**src/design/lbbt_pkg.sv**
```systemverilog
// Package: shared widths, register indexes and state/config types for the LED blink timer.
`timescale 1ns / 1ps

package lbbt_pkg;

    // Width of the phase timer; the elapsed count carries one extra bit
    localparam int TIME_BITS = 16;
    localparam int ELAPSED_BITS = TIME_BITS + 1;

    // Configuration port geometry
    localparam int CFG_DATA_BITS = 16;
    localparam int CFG_INDEX_BITS = 3;

    // Register reset values
    localparam logic [CFG_DATA_BITS-1:0] CONT_OFF_RESET = 16'd1000;
    localparam logic [CFG_DATA_BITS-1:0] CONT_ON_RESET = 16'd0;
    localparam logic [CFG_DATA_BITS-1:0] BURST_OFF_RESET = 16'd100;
    localparam logic [CFG_DATA_BITS-1:0] BURST_ON_RESET = 16'd100;

    // Request function codes
    localparam logic FUNC_TICK = 1'b0;
    localparam logic FUNC_BURST = 1'b1;

    typedef logic [TIME_BITS-1:0] len_t;
    typedef logic [ELAPSED_BITS-1:0] elapsed_t;

    // Configuration register indexes
    typedef enum logic [CFG_INDEX_BITS-1:0] {
        REG_CONT_OFF  = 3'd0,
        REG_CONT_ON   = 3'd1,
        REG_BURST_OFF = 3'd2,
        REG_BURST_ON  = 3'd3,
        REG_INVERT    = 3'd4,
        REG_ENABLE    = 3'd5
    } reg_index_t;

    // Configuration as seen by the step logic
    typedef struct packed {
        logic [CFG_DATA_BITS-1:0] cont_off_ms;
        logic [CFG_DATA_BITS-1:0] cont_on_ms;
        logic [CFG_DATA_BITS-1:0] burst_off_ms;
        logic [CFG_DATA_BITS-1:0] burst_on_ms;
        logic                     invert_out;
        logic                     led_enable;
    } cfg_t;

    // Running pattern state
    typedef struct packed {
        elapsed_t   elapsed_ticks;
        logic       cont_phase_on;
        logic       burst_phase_on;
        logic [7:0] blinks_left;
        logic       logical_level;
    } state_t;

    localparam elapsed_t ELAPSED_MAX = {ELAPSED_BITS{1'b1}};

endpackage

```
**src/design/lbbt_if.sv**
```systemverilog
// Interfaces: request and result channels of the LED blink timer.
`timescale 1ns / 1ps

interface lbbt_req_if;
    logic       valid;
    logic       ready;
    logic       func;
    logic [7:0] burst_count;

    modport source (output valid, output func, output burst_count, input ready);
    modport sink (input valid, input func, input burst_count, output ready);
endinterface

interface lbbt_rsp_if;
    logic       valid;
    logic       ready;
    logic       led_level;
    logic       burst_active;
    logic [7:0] burst_left;

    modport source (output valid, output led_level, output burst_active,
                    output burst_left, input ready);
    modport sink (input valid, input led_level, input burst_active,
                  input burst_left, output ready);
endinterface

```
**src/design/lbbt_step.sv**
```systemverilog
// Step logic: next pattern state for one tick or burst start request.
`timescale 1ns / 1ps

module lbbt_step
(
    input  lbbt_pkg::cfg_t   cfg,
    input  lbbt_pkg::state_t cur,
    input  logic             func,
    input  logic [7:0]       burst_count,
    output lbbt_pkg::state_t nxt
);

    lbbt_pkg::elapsed_t el_inc;
    lbbt_pkg::len_t     off_len;
    lbbt_pkg::len_t     on_len;
    lbbt_pkg::len_t     cur_len;
    lbbt_pkg::len_t     next_len;
    logic               in_burst;
    logic               phase_on;
    logic               phase_end;
    logic [7:0]         blinks_dec;

    // Select the active phase machine and its lengths
    always_comb
    begin
        in_burst = (cur.blinks_left != 8'd0);
        phase_on = in_burst ? cur.burst_phase_on : cur.cont_phase_on;
        off_len = in_burst ? lbbt_pkg::TIME_BITS'(cfg.burst_off_ms)
                           : lbbt_pkg::TIME_BITS'(cfg.cont_off_ms);
        on_len = in_burst ? lbbt_pkg::TIME_BITS'(cfg.burst_on_ms)
                          : lbbt_pkg::TIME_BITS'(cfg.cont_on_ms);
        cur_len = phase_on ? on_len : off_len;
        next_len = phase_on ? off_len : on_len;
        el_inc = (cur.elapsed_ticks == lbbt_pkg::ELAPSED_MAX)
                 ? cur.elapsed_ticks : cur.elapsed_ticks + 1'b1;
        phase_end = (el_inc > {1'b0, cur_len});
        blinks_dec = cur.blinks_left - 8'd1;
    end

    // Apply a burst start, or advance the pattern by one tick while the LED is enabled
    always_comb
    begin
        nxt = cur;
        if (func == lbbt_pkg::FUNC_BURST)
        begin
            nxt.blinks_left = burst_count;
            nxt.burst_phase_on = 1'b0;
            nxt.elapsed_ticks = '0;
            if (cfg.led_enable)
            begin
                nxt.logical_level = 1'b0;
            end
        end
        else if (cfg.led_enable)
        begin
            nxt.elapsed_ticks = el_inc;
            if (phase_end)
            begin
                nxt.elapsed_ticks = el_inc - {1'b0, cur_len};
                if (next_len != '0)
                begin
                    nxt.logical_level = !phase_on;
                end
                if (in_burst)
                begin
                    nxt.burst_phase_on = !cur.burst_phase_on;
                    // Count a blink when its on phase ends
                    if (phase_on)
                    begin
                        nxt.blinks_left = blinks_dec;
                        if (blinks_dec == 8'd0)
                        begin
                            nxt.cont_phase_on = 1'b0;
                        end
                    end
                end
                else
                begin
                    nxt.cont_phase_on = !cur.cont_phase_on;
                end
            end
        end
    end

endmodule

```
**src/design/led_blink_burst_timer.sv**
```systemverilog
// Top level: LED blink timer with burst override, config registers and result register.
//
// Usage:
//   req carries one request per handshake: func 0 is a one millisecond tick,
//   func 1 starts a burst of burst_count blinks. Every request yields exactly
//   one result on rsp: the LED pin level, whether a burst is running and the
//   blinks left, all taken after the request is applied.
//   Latency: the result is valid the cycle after the request is accepted.
//   Throughput: one request per cycle; the pattern update is a single
//   increment, compare and subtract on the elapsed counter.
//   A held result does not stop the next request while the receiver takes
//   results every cycle; ready drops only when the result register is full
//   and the receiver stalls, and rises again as soon as it is taken.
//   Configuration: cfg_we writes cfg_data into register cfg_index
//   (0 cont_off, 1 cont_on, 2 burst_off, 3 burst_on, 4 invert, 5 enable);
//   other indexes are ignored. Write only while the block is idle.
//   Reset: lengths return to 1000/0/100/100 ticks, inversion off, LED
//   enabled, the pattern restarts in the continuous off phase with the LED
//   off, and no result is pending.
`timescale 1ns / 1ps

module led_blink_burst_timer
(
    input  logic                                  clk,
    input  logic                                  rst_n,
    lbbt_req_if.sink                              req,
    lbbt_rsp_if.source                            rsp,
    input  logic                                  cfg_we,
    input  logic [lbbt_pkg::CFG_INDEX_BITS-1:0]   cfg_index,
    input  logic [lbbt_pkg::CFG_DATA_BITS-1:0]    cfg_data
);

    lbbt_pkg::cfg_t   cfg_reg;
    lbbt_pkg::cfg_t   cfg_next;
    lbbt_pkg::state_t state_reg;
    lbbt_pkg::state_t state_next;
    logic             rsp_valid_reg;
    logic             led_level_reg;
    logic             burst_active_reg;
    logic [7:0]       burst_left_reg;
    logic             req_accept;

    // Accept a request whenever the result register is free or being drained
    assign req.ready = !rsp_valid_reg || rsp.ready;
    assign req_accept = req.valid && req.ready;

    // Decode configuration writes
    always_comb
    begin
        cfg_next = cfg_reg;
        if (cfg_we)
        begin
            unique case (lbbt_pkg::reg_index_t'(cfg_index))
                lbbt_pkg::REG_CONT_OFF:  cfg_next.cont_off_ms = cfg_data;
                lbbt_pkg::REG_CONT_ON:   cfg_next.cont_on_ms = cfg_data;
                lbbt_pkg::REG_BURST_OFF: cfg_next.burst_off_ms = cfg_data;
                lbbt_pkg::REG_BURST_ON:  cfg_next.burst_on_ms = cfg_data;
                lbbt_pkg::REG_INVERT:    cfg_next.invert_out = cfg_data[0];
                lbbt_pkg::REG_ENABLE:    cfg_next.led_enable = cfg_data[0];
                default:                 cfg_next = cfg_reg;
            endcase
        end
    end

    // Compute the next pattern state for the incoming request
    lbbt_step u_step
    (
        .cfg         (cfg_reg),
        .cur         (state_reg),
        .func        (req.func),
        .burst_count (req.burst_count),
        .nxt         (state_next)
    );

    // Hold configuration registers
    always_ff @(posedge clk or negedge rst_n)
    begin
        if (!rst_n)
        begin
            cfg_reg.cont_off_ms <= lbbt_pkg::CONT_OFF_RESET;
            cfg_reg.cont_on_ms <= lbbt_pkg::CONT_ON_RESET;
            cfg_reg.burst_off_ms <= lbbt_pkg::BURST_OFF_RESET;
            cfg_reg.burst_on_ms <= lbbt_pkg::BURST_ON_RESET;
            cfg_reg.invert_out <= 1'b0;
            cfg_reg.led_enable <= 1'b1;
        end
        else
        begin
            cfg_reg <= cfg_next;
        end
    end

    // Advance pattern state on each accepted request
    always_ff @(posedge clk or negedge rst_n)
    begin
        if (!rst_n)
        begin
            state_reg <= '0;
        end
        else if (req_accept)
        begin
            state_reg <= state_next;
        end
    end

    // Track result valid
    always_ff @(posedge clk or negedge rst_n)
    begin
        if (!rst_n)
        begin
            rsp_valid_reg <= 1'b0;
        end
        else if (req_accept)
        begin
            rsp_valid_reg <= 1'b1;
        end
        else if (rsp.ready)
        begin
            rsp_valid_reg <= 1'b0;
        end
    end

    // Load the result payload
    always_ff @(posedge clk)
    begin
        if (req_accept)
        begin
            led_level_reg <= state_next.logical_level ^ cfg_reg.invert_out;
            burst_active_reg <= (state_next.blinks_left != 8'd0);
            burst_left_reg <= state_next.blinks_left;
        end
    end

    assign rsp.valid = rsp_valid_reg;
    assign rsp.led_level = led_level_reg;
    assign rsp.burst_active = burst_active_reg;
    assign rsp.burst_left = burst_left_reg;

endmodule
```
**src/flat_wrapper.sv**
```systemverilog
// flat-port wrapper written by rule: the top's interface ports become plain ports
module led_blink_burst_timer_flat 
  (clk, rst_n, cfg_we, cfg_index, cfg_data, req_valid, req_func, req_burst_count, req_ready, rsp_valid, rsp_led_level, rsp_burst_active, rsp_burst_left, rsp_ready);
  lbbt_req_if req_i ();
  lbbt_rsp_if rsp_i ();
  input  logic clk;
  input  logic rst_n;
  input  logic cfg_we;
  input  logic [lbbt_pkg::CFG_INDEX_BITS-1:0] cfg_index;
  input  logic [lbbt_pkg::CFG_DATA_BITS-1:0] cfg_data;
  input wire logic [$bits(req_i.valid)-1:0] req_valid;
  input wire logic [$bits(req_i.func)-1:0] req_func;
  input wire logic [$bits(req_i.burst_count)-1:0] req_burst_count;
  output wire logic [$bits(req_i.ready)-1:0] req_ready;
  output wire logic [$bits(rsp_i.valid)-1:0] rsp_valid;
  output wire logic [$bits(rsp_i.led_level)-1:0] rsp_led_level;
  output wire logic [$bits(rsp_i.burst_active)-1:0] rsp_burst_active;
  output wire logic [$bits(rsp_i.burst_left)-1:0] rsp_burst_left;
  input wire logic [$bits(rsp_i.ready)-1:0] rsp_ready;
  assign req_i.valid = req_valid;
  assign req_i.func = req_func;
  assign req_i.burst_count = req_burst_count;
  assign req_ready = req_i.ready;
  assign rsp_valid = rsp_i.valid;
  assign rsp_led_level = rsp_i.led_level;
  assign rsp_burst_active = rsp_i.burst_active;
  assign rsp_burst_left = rsp_i.burst_left;
  assign rsp_i.ready = rsp_ready;
  led_blink_burst_timer u_core (.clk(clk), .rst_n(rst_n), .req(req_i), .rsp(rsp_i), .cfg_we(cfg_we), .cfg_index(cfg_index), .cfg_data(cfg_data));
endmodule
```
**config.mk**
```make
export PLATFORM = sky130hd
export DESIGN_NAME = led_blink_burst_timer_flat
export DESIGN_NICKNAME = d
export VERILOG_FILES = /design/src/design/lbbt_pkg.sv /design/src/design/lbbt_if.sv /design/src/design/lbbt_step.sv /design/src/design/led_blink_burst_timer.sv /design/src/flat_wrapper.sv
export SDC_FILE = /design/constraint.sdc
export NUM_CORES = 1
export LEC_CHECK = 0
export BUFFER_PORTS_ARGS = -buffer_cell sky130_fd_sc_hd__buf_2
export CAP_MARGIN = 5
export CORE_AREA = 5 5 127 129
export CTS_CLUSTER_DIAMETER = 40
export CTS_CLUSTER_SIZE = 8
export DETAILED_ROUTE_END_ITERATION = 10
export DIE_AREA = 0 0 132 134
export GPL_TIMING_DRIVEN = 0
export PLACE_DENSITY = 0.69
export SLEW_MARGIN = 15
export SYNTH_ARGS = -nofsm -noshare
export SYNTH_HDL_FRONTEND = slang
export SYNTH_HIERARCHICAL = 1
export SYNTH_SLANG_ARGS = --single-unit
export TNS_END_PERCENT = 5
```
**constraint.sdc**
```tcl
create_clock -name clk -period 5.8 [get_ports clk]
set_input_delay 0.29 -clock clk [delete_from_list [all_inputs] [get_ports clk]]
set_output_delay 0.29 -clock clk [all_outputs]
set_load 0.1 [all_outputs]
```
==> results list <==
- Static leakage power: ~0.0033 uW
* Site row count: between 40 and 50
* Post-Route Hold Slack: 0.1374 ns
- Detailed placement finished with a half-perimeter wire length of 12980 um.
- The number of nets handed over by synthesis was 699.
- Headroom to the max-slew limit: about 55%
- Number of nets with antenna violations after routing: 0
- The max-slew violation count is 0.
- Top fanout value on the critical path: 10
- Counting along the longest clock path gives a buffer depth of 2.
* Power Dens Cells: roughly 470 nW/um2
- The internal power of the cells totals 2048 uW.
* Number of antenna violations at the first check in global routing: 0
- Number of sinks handled by clock tree synthesis: about 110
* DR vias/cell: 5.975
* Layout Area Growth over Synthesis: 12.51%
- Fraction of final layout cells sized beyond drive strength 1: 30.75%
* Die X-Extent: ~130 um
- For this run, the number of Yosys warnings is 6.
- Summing all multi-input logic gate instances after layout gives ~4000 um2.
* Number of CTS-inserted buffers: 9
* Number of instances in the synthesized netlist: around 650
- DR iter-0 viols: 354
- Share of the synthesized area in compound gates (AO/OA/AOI/OAI): 11.46%
* Post-Synth XOR/XNOR Area: 4.115%
* Clk_lat worst skew: between 0.3 and 0.4 ns
* Vias in the first global route: 5399
- Shortest period the worst path allows: about 5.5 ns
* Main flop type after synthesis: dfrtp_1
* Max FFs per register: 66
* Sum of negative setup slack: 0 ns
- Fraction of post-synthesis cell area in the top cell type by area: between 30% and 40%
* Data arrival at the endpoint of the critical path: 5.64 ns
* First-pass GRT wire length: 28610 um
- Logic gate share of total power: 51.9%
- VDD sags by at most 0.2299 mV.
- In the synthesized netlist the async set-or-reset flop fraction comes to about nine tenths.
- Clock-pin slew was measured on the worst setup and hold paths at 0.07 ns.
* Count of endpoints failing hold in the final timing report: 0
- The sequential cells in the finished layout cover a total of 2694 um2.
- The detailed router placed 5360 vias in this run.
* Maximum number of pins on one net before global-route repair: 61
- In the routed design, unresolved DRC markers number 0.
* Path type of the worst setup path: reg2reg
- The total area inside the core boundary comes to around 15000 um2.
- Avg Synthesized Cell Area: 10.53 um2
- Number of fillers in the final layout: between 1k and 1.5k
- At the end of the flow, the number of nets in the layout was about 760.
* Post-route clock skew: roughly 0.007 ns
* #FFs+latches synth: 105
- The synthesized design contains 10 enable-type register cells.
- The die covers 17690 um2.
- Combinational family with the most area after synthesis: multiplexers
- Number of I/O pins: 45
- Critical path's slowest cell: dfrtp_1
* Post-detailed-routing wire length: 17210 um
* Simple-gate portion of the synthesized area: 14.09%
- The total overflow left after global routing is 0.
- From bottom edge to top edge, the die measures between 100 and 150 um.
- For the worst setup path, the data required time is just under 6 ns.
* Highest cell delay on the worst timing path: 0.40 ns
* CTS tree: built
- The repair_antennas step left the layout with diodes totalling 0.
* Dominant delay contributor by cell family on the critical path: simple AND/OR/NAND/NOR gates
* Count of cell types in the netlist: 66
* Final cell utilization of the core: about 50%
- Power share of the sequential group: a little under a third
* Depth of the CTS H-tree: 3
- Clock root buffer master: clkbuf_16
* Area contributors post-synth: dfrtp_1 30%, mux2_2 18%, mux2i_1 5.1%
- Setup violations remaining at the end of the flow were counted as 0.
- Share of power burned in the clock network: 16.6%
* Status: finished clean
- In the final routed layout, each cell accounts on average for between 15 and 20 um.
- Number of max-cap violations: 0
- Multiplexer cells account for 23.50% of the synthesized area.
* Post-synthesis cell type with the largest combined area: dfrtp_1
- GPL Wtd Cong: 0.9222
* Initial Utilization: 45.64%
* Adder and majority gate portion of the synthesized area: 3.748%
- The worst setup path is captured at a flip-flop.
* Critical path launch point type: flip-flop
- Input/output buffers: 43
- Measured slew at the worst slew-check pin: 0.6678 ns
- Netlist area before placement: 6810 um2
* List of cells traversed by the critical path: inv_1, ha_1, nand3_1, clkbuf_4, mux2i_4, clkbuf_4, mux2_2, o21ai_0, ha_1, and3_1, nand2_1, nor3_2, and3_1, a31oi_1, a21boi_2, clkbuf_4, clkbuf_4, nand2_2, o21ai_0, o211ai_1, nor4_2, nand2_1
- Max Clk Rate: around 180 MHz
- The critical path contains buffers and inverters numbering 5 combined.
* Hold/Removal Path Class: in2reg
* Sequential share of the synthesized area: 39.56%
- The analysis attributes to net switching a power of 1543 uW.
* Final clock period utilization by the worst path: 95.51%
- Cell repeated most along the worst path: clkbuf_4
- Combined global-route utilization of all metal layers: about 20%
- Net switching share of the total power: 42.97%
- Number of search-and-repair iterations in the first detailed-routing pass: 4
-- stage by stage --
| stage | power, uW | setup WS, ns | instance area, um2 | cells |
|---|---|---|---|---|
| final | 3591 | 0.2606 | 7662 | 897 |
| after floorplan | 2479 | 0.9202 | 6810 | 647 |
| after detailed placement | 2929 | -0.5265 | 7292 | 879 |
| after CTS | 3560 | 0.06687 | 7635 | 898 |
| after global placement | 2869 | -0.4344 | 7261 | 878 |
| after global routing | 3836 | -0.005056 | 7662 | 897 |
-- cells by family after synthesis --
logic type | after synthesis
adder cells (fa/ha/maj) | 20
flip-flops | 105
multiplexers | 146
AO/OA/AOI/OAI | 117
buffers and inverters | 50
AND/OR/NAND/NOR | 177
XOR/XNOR | 32
-- layout make-up --
type / count / area share [%]
plain buffers: 31 / 2.400
clock buffers: 13 / 3.396
clock inverters: 3 / 0.3103
inverters: 18 / 0.8818
multi-input cells: 492 / 51.26
flip-flops and latches: 105 / 35.16
well taps: 188 / 3.070
repair buffers: 47 / 3.527
-- routing by layer --
metal | up-vias | GRT usage (%) | wire length, um
met2 | 174 | 31.05 | 8041
met4 | 0 | 9.429 | 692
li1 | 2528 | - | -
met1 | 2614 | 26.73 | 7594
met5 | - | 0 | 0
met3 | 44 | 3.001 | 883
-- worst paths after layout --
kind,startpoint,to,slack (ns),cells after the start
setup / recovery,u_core/state_reg[1],u_core/rsp.burst_active,0.26,22
hold / removal,req_valid,u_core/rsp.valid,0.14,2
setup reg to reg,u_core/state_reg[1],u_core/rsp.burst_active,0.26,22
hold reg to reg,u_core/state_reg[9],u_core/state_reg[9],0.51,1
max in group asynchronous,rst_n,u_core/cfg_reg[0],4.62,3
min in group asynchronous,rst_n,u_core/state_reg[21],0.46,2
-- Yosys cell counts (all sizes together), types with 3 or more instances --
cell    number
o41ai        3
a31oi        3
a41oi        4
inv         18
edfxtp      10
o211ai       3
a21o         9
dfstp       13
nor4        21
mux2i       35
o21ai       39
clkbuf      16
buf         16
and4         3
nor2        26
nand4       11
nand2       44
a21boi       5
nor3        10
nand2b       7
a21oi       21
mux2       111
xnor2       16
o31ai        3
nand3       25
dfrtp       82
and3         7
nor2b        6
a221oi       4
ha          18
a211oi       9
or3          3
xor2        16
-- layout by cell type (no fill, tap or decap), types with 10 or more instances in the layout --
cell and instances:
dfstp_2 13, mux2_2 111, xor2_1 16, nor2_1 26, mux2i_1 33, clkbuf_1 15, buf_2 47, nor4_1 19
inv_1 18, nand4_1 11, edfxtp_1 10, xnor2_1 16, nand3_1 25, a21oi_1 21, o21ai_0 38, nand2_1 42
ha_1 18, dfrtp_1 82
-- power by group through the flow --
stage | Clock (uW) | Sequential, uW | Combinational (uW)
4_1_cts | 612 | 1120 | 1820
3_3_place_gp | 0 | 1120 | 1750
6_report | 596 | 1130 | 1860
5_1_grt | 642 | 1160 | 2030
3_5_place_dp | 0 | 1140 | 1790
2_1_floorplan | 0 | 1140 | 1340
-- worst reg2reg max path: cells and delay by family (launching register included) --
kind | cells | cell delay (ns)
flops | 1 | 0.40
buf+inv | 5 | 1.12
fa+ha+maj | 2 | 0.62
compound gates | 5 | 1.12
simple gates | 8 | 1.35
mux | 2 | 0.66
-- repair_timing --
| item | 4_1_cts | 5_1_grt |
|---|---|---|
| setup buffers | 2 | 0 |
| hold buffers | 1 | 0 |
| gates resized for setup | 8 | 9 |
| cloned | 0 | 0 |
| pin swaps | 0 | 1 |
| endpoints found under the hold margin | 34 | 0 |
| setup endpoints to repair | 22 | 7 |
No activity file was read; power rests on OpenSTA's default activity.
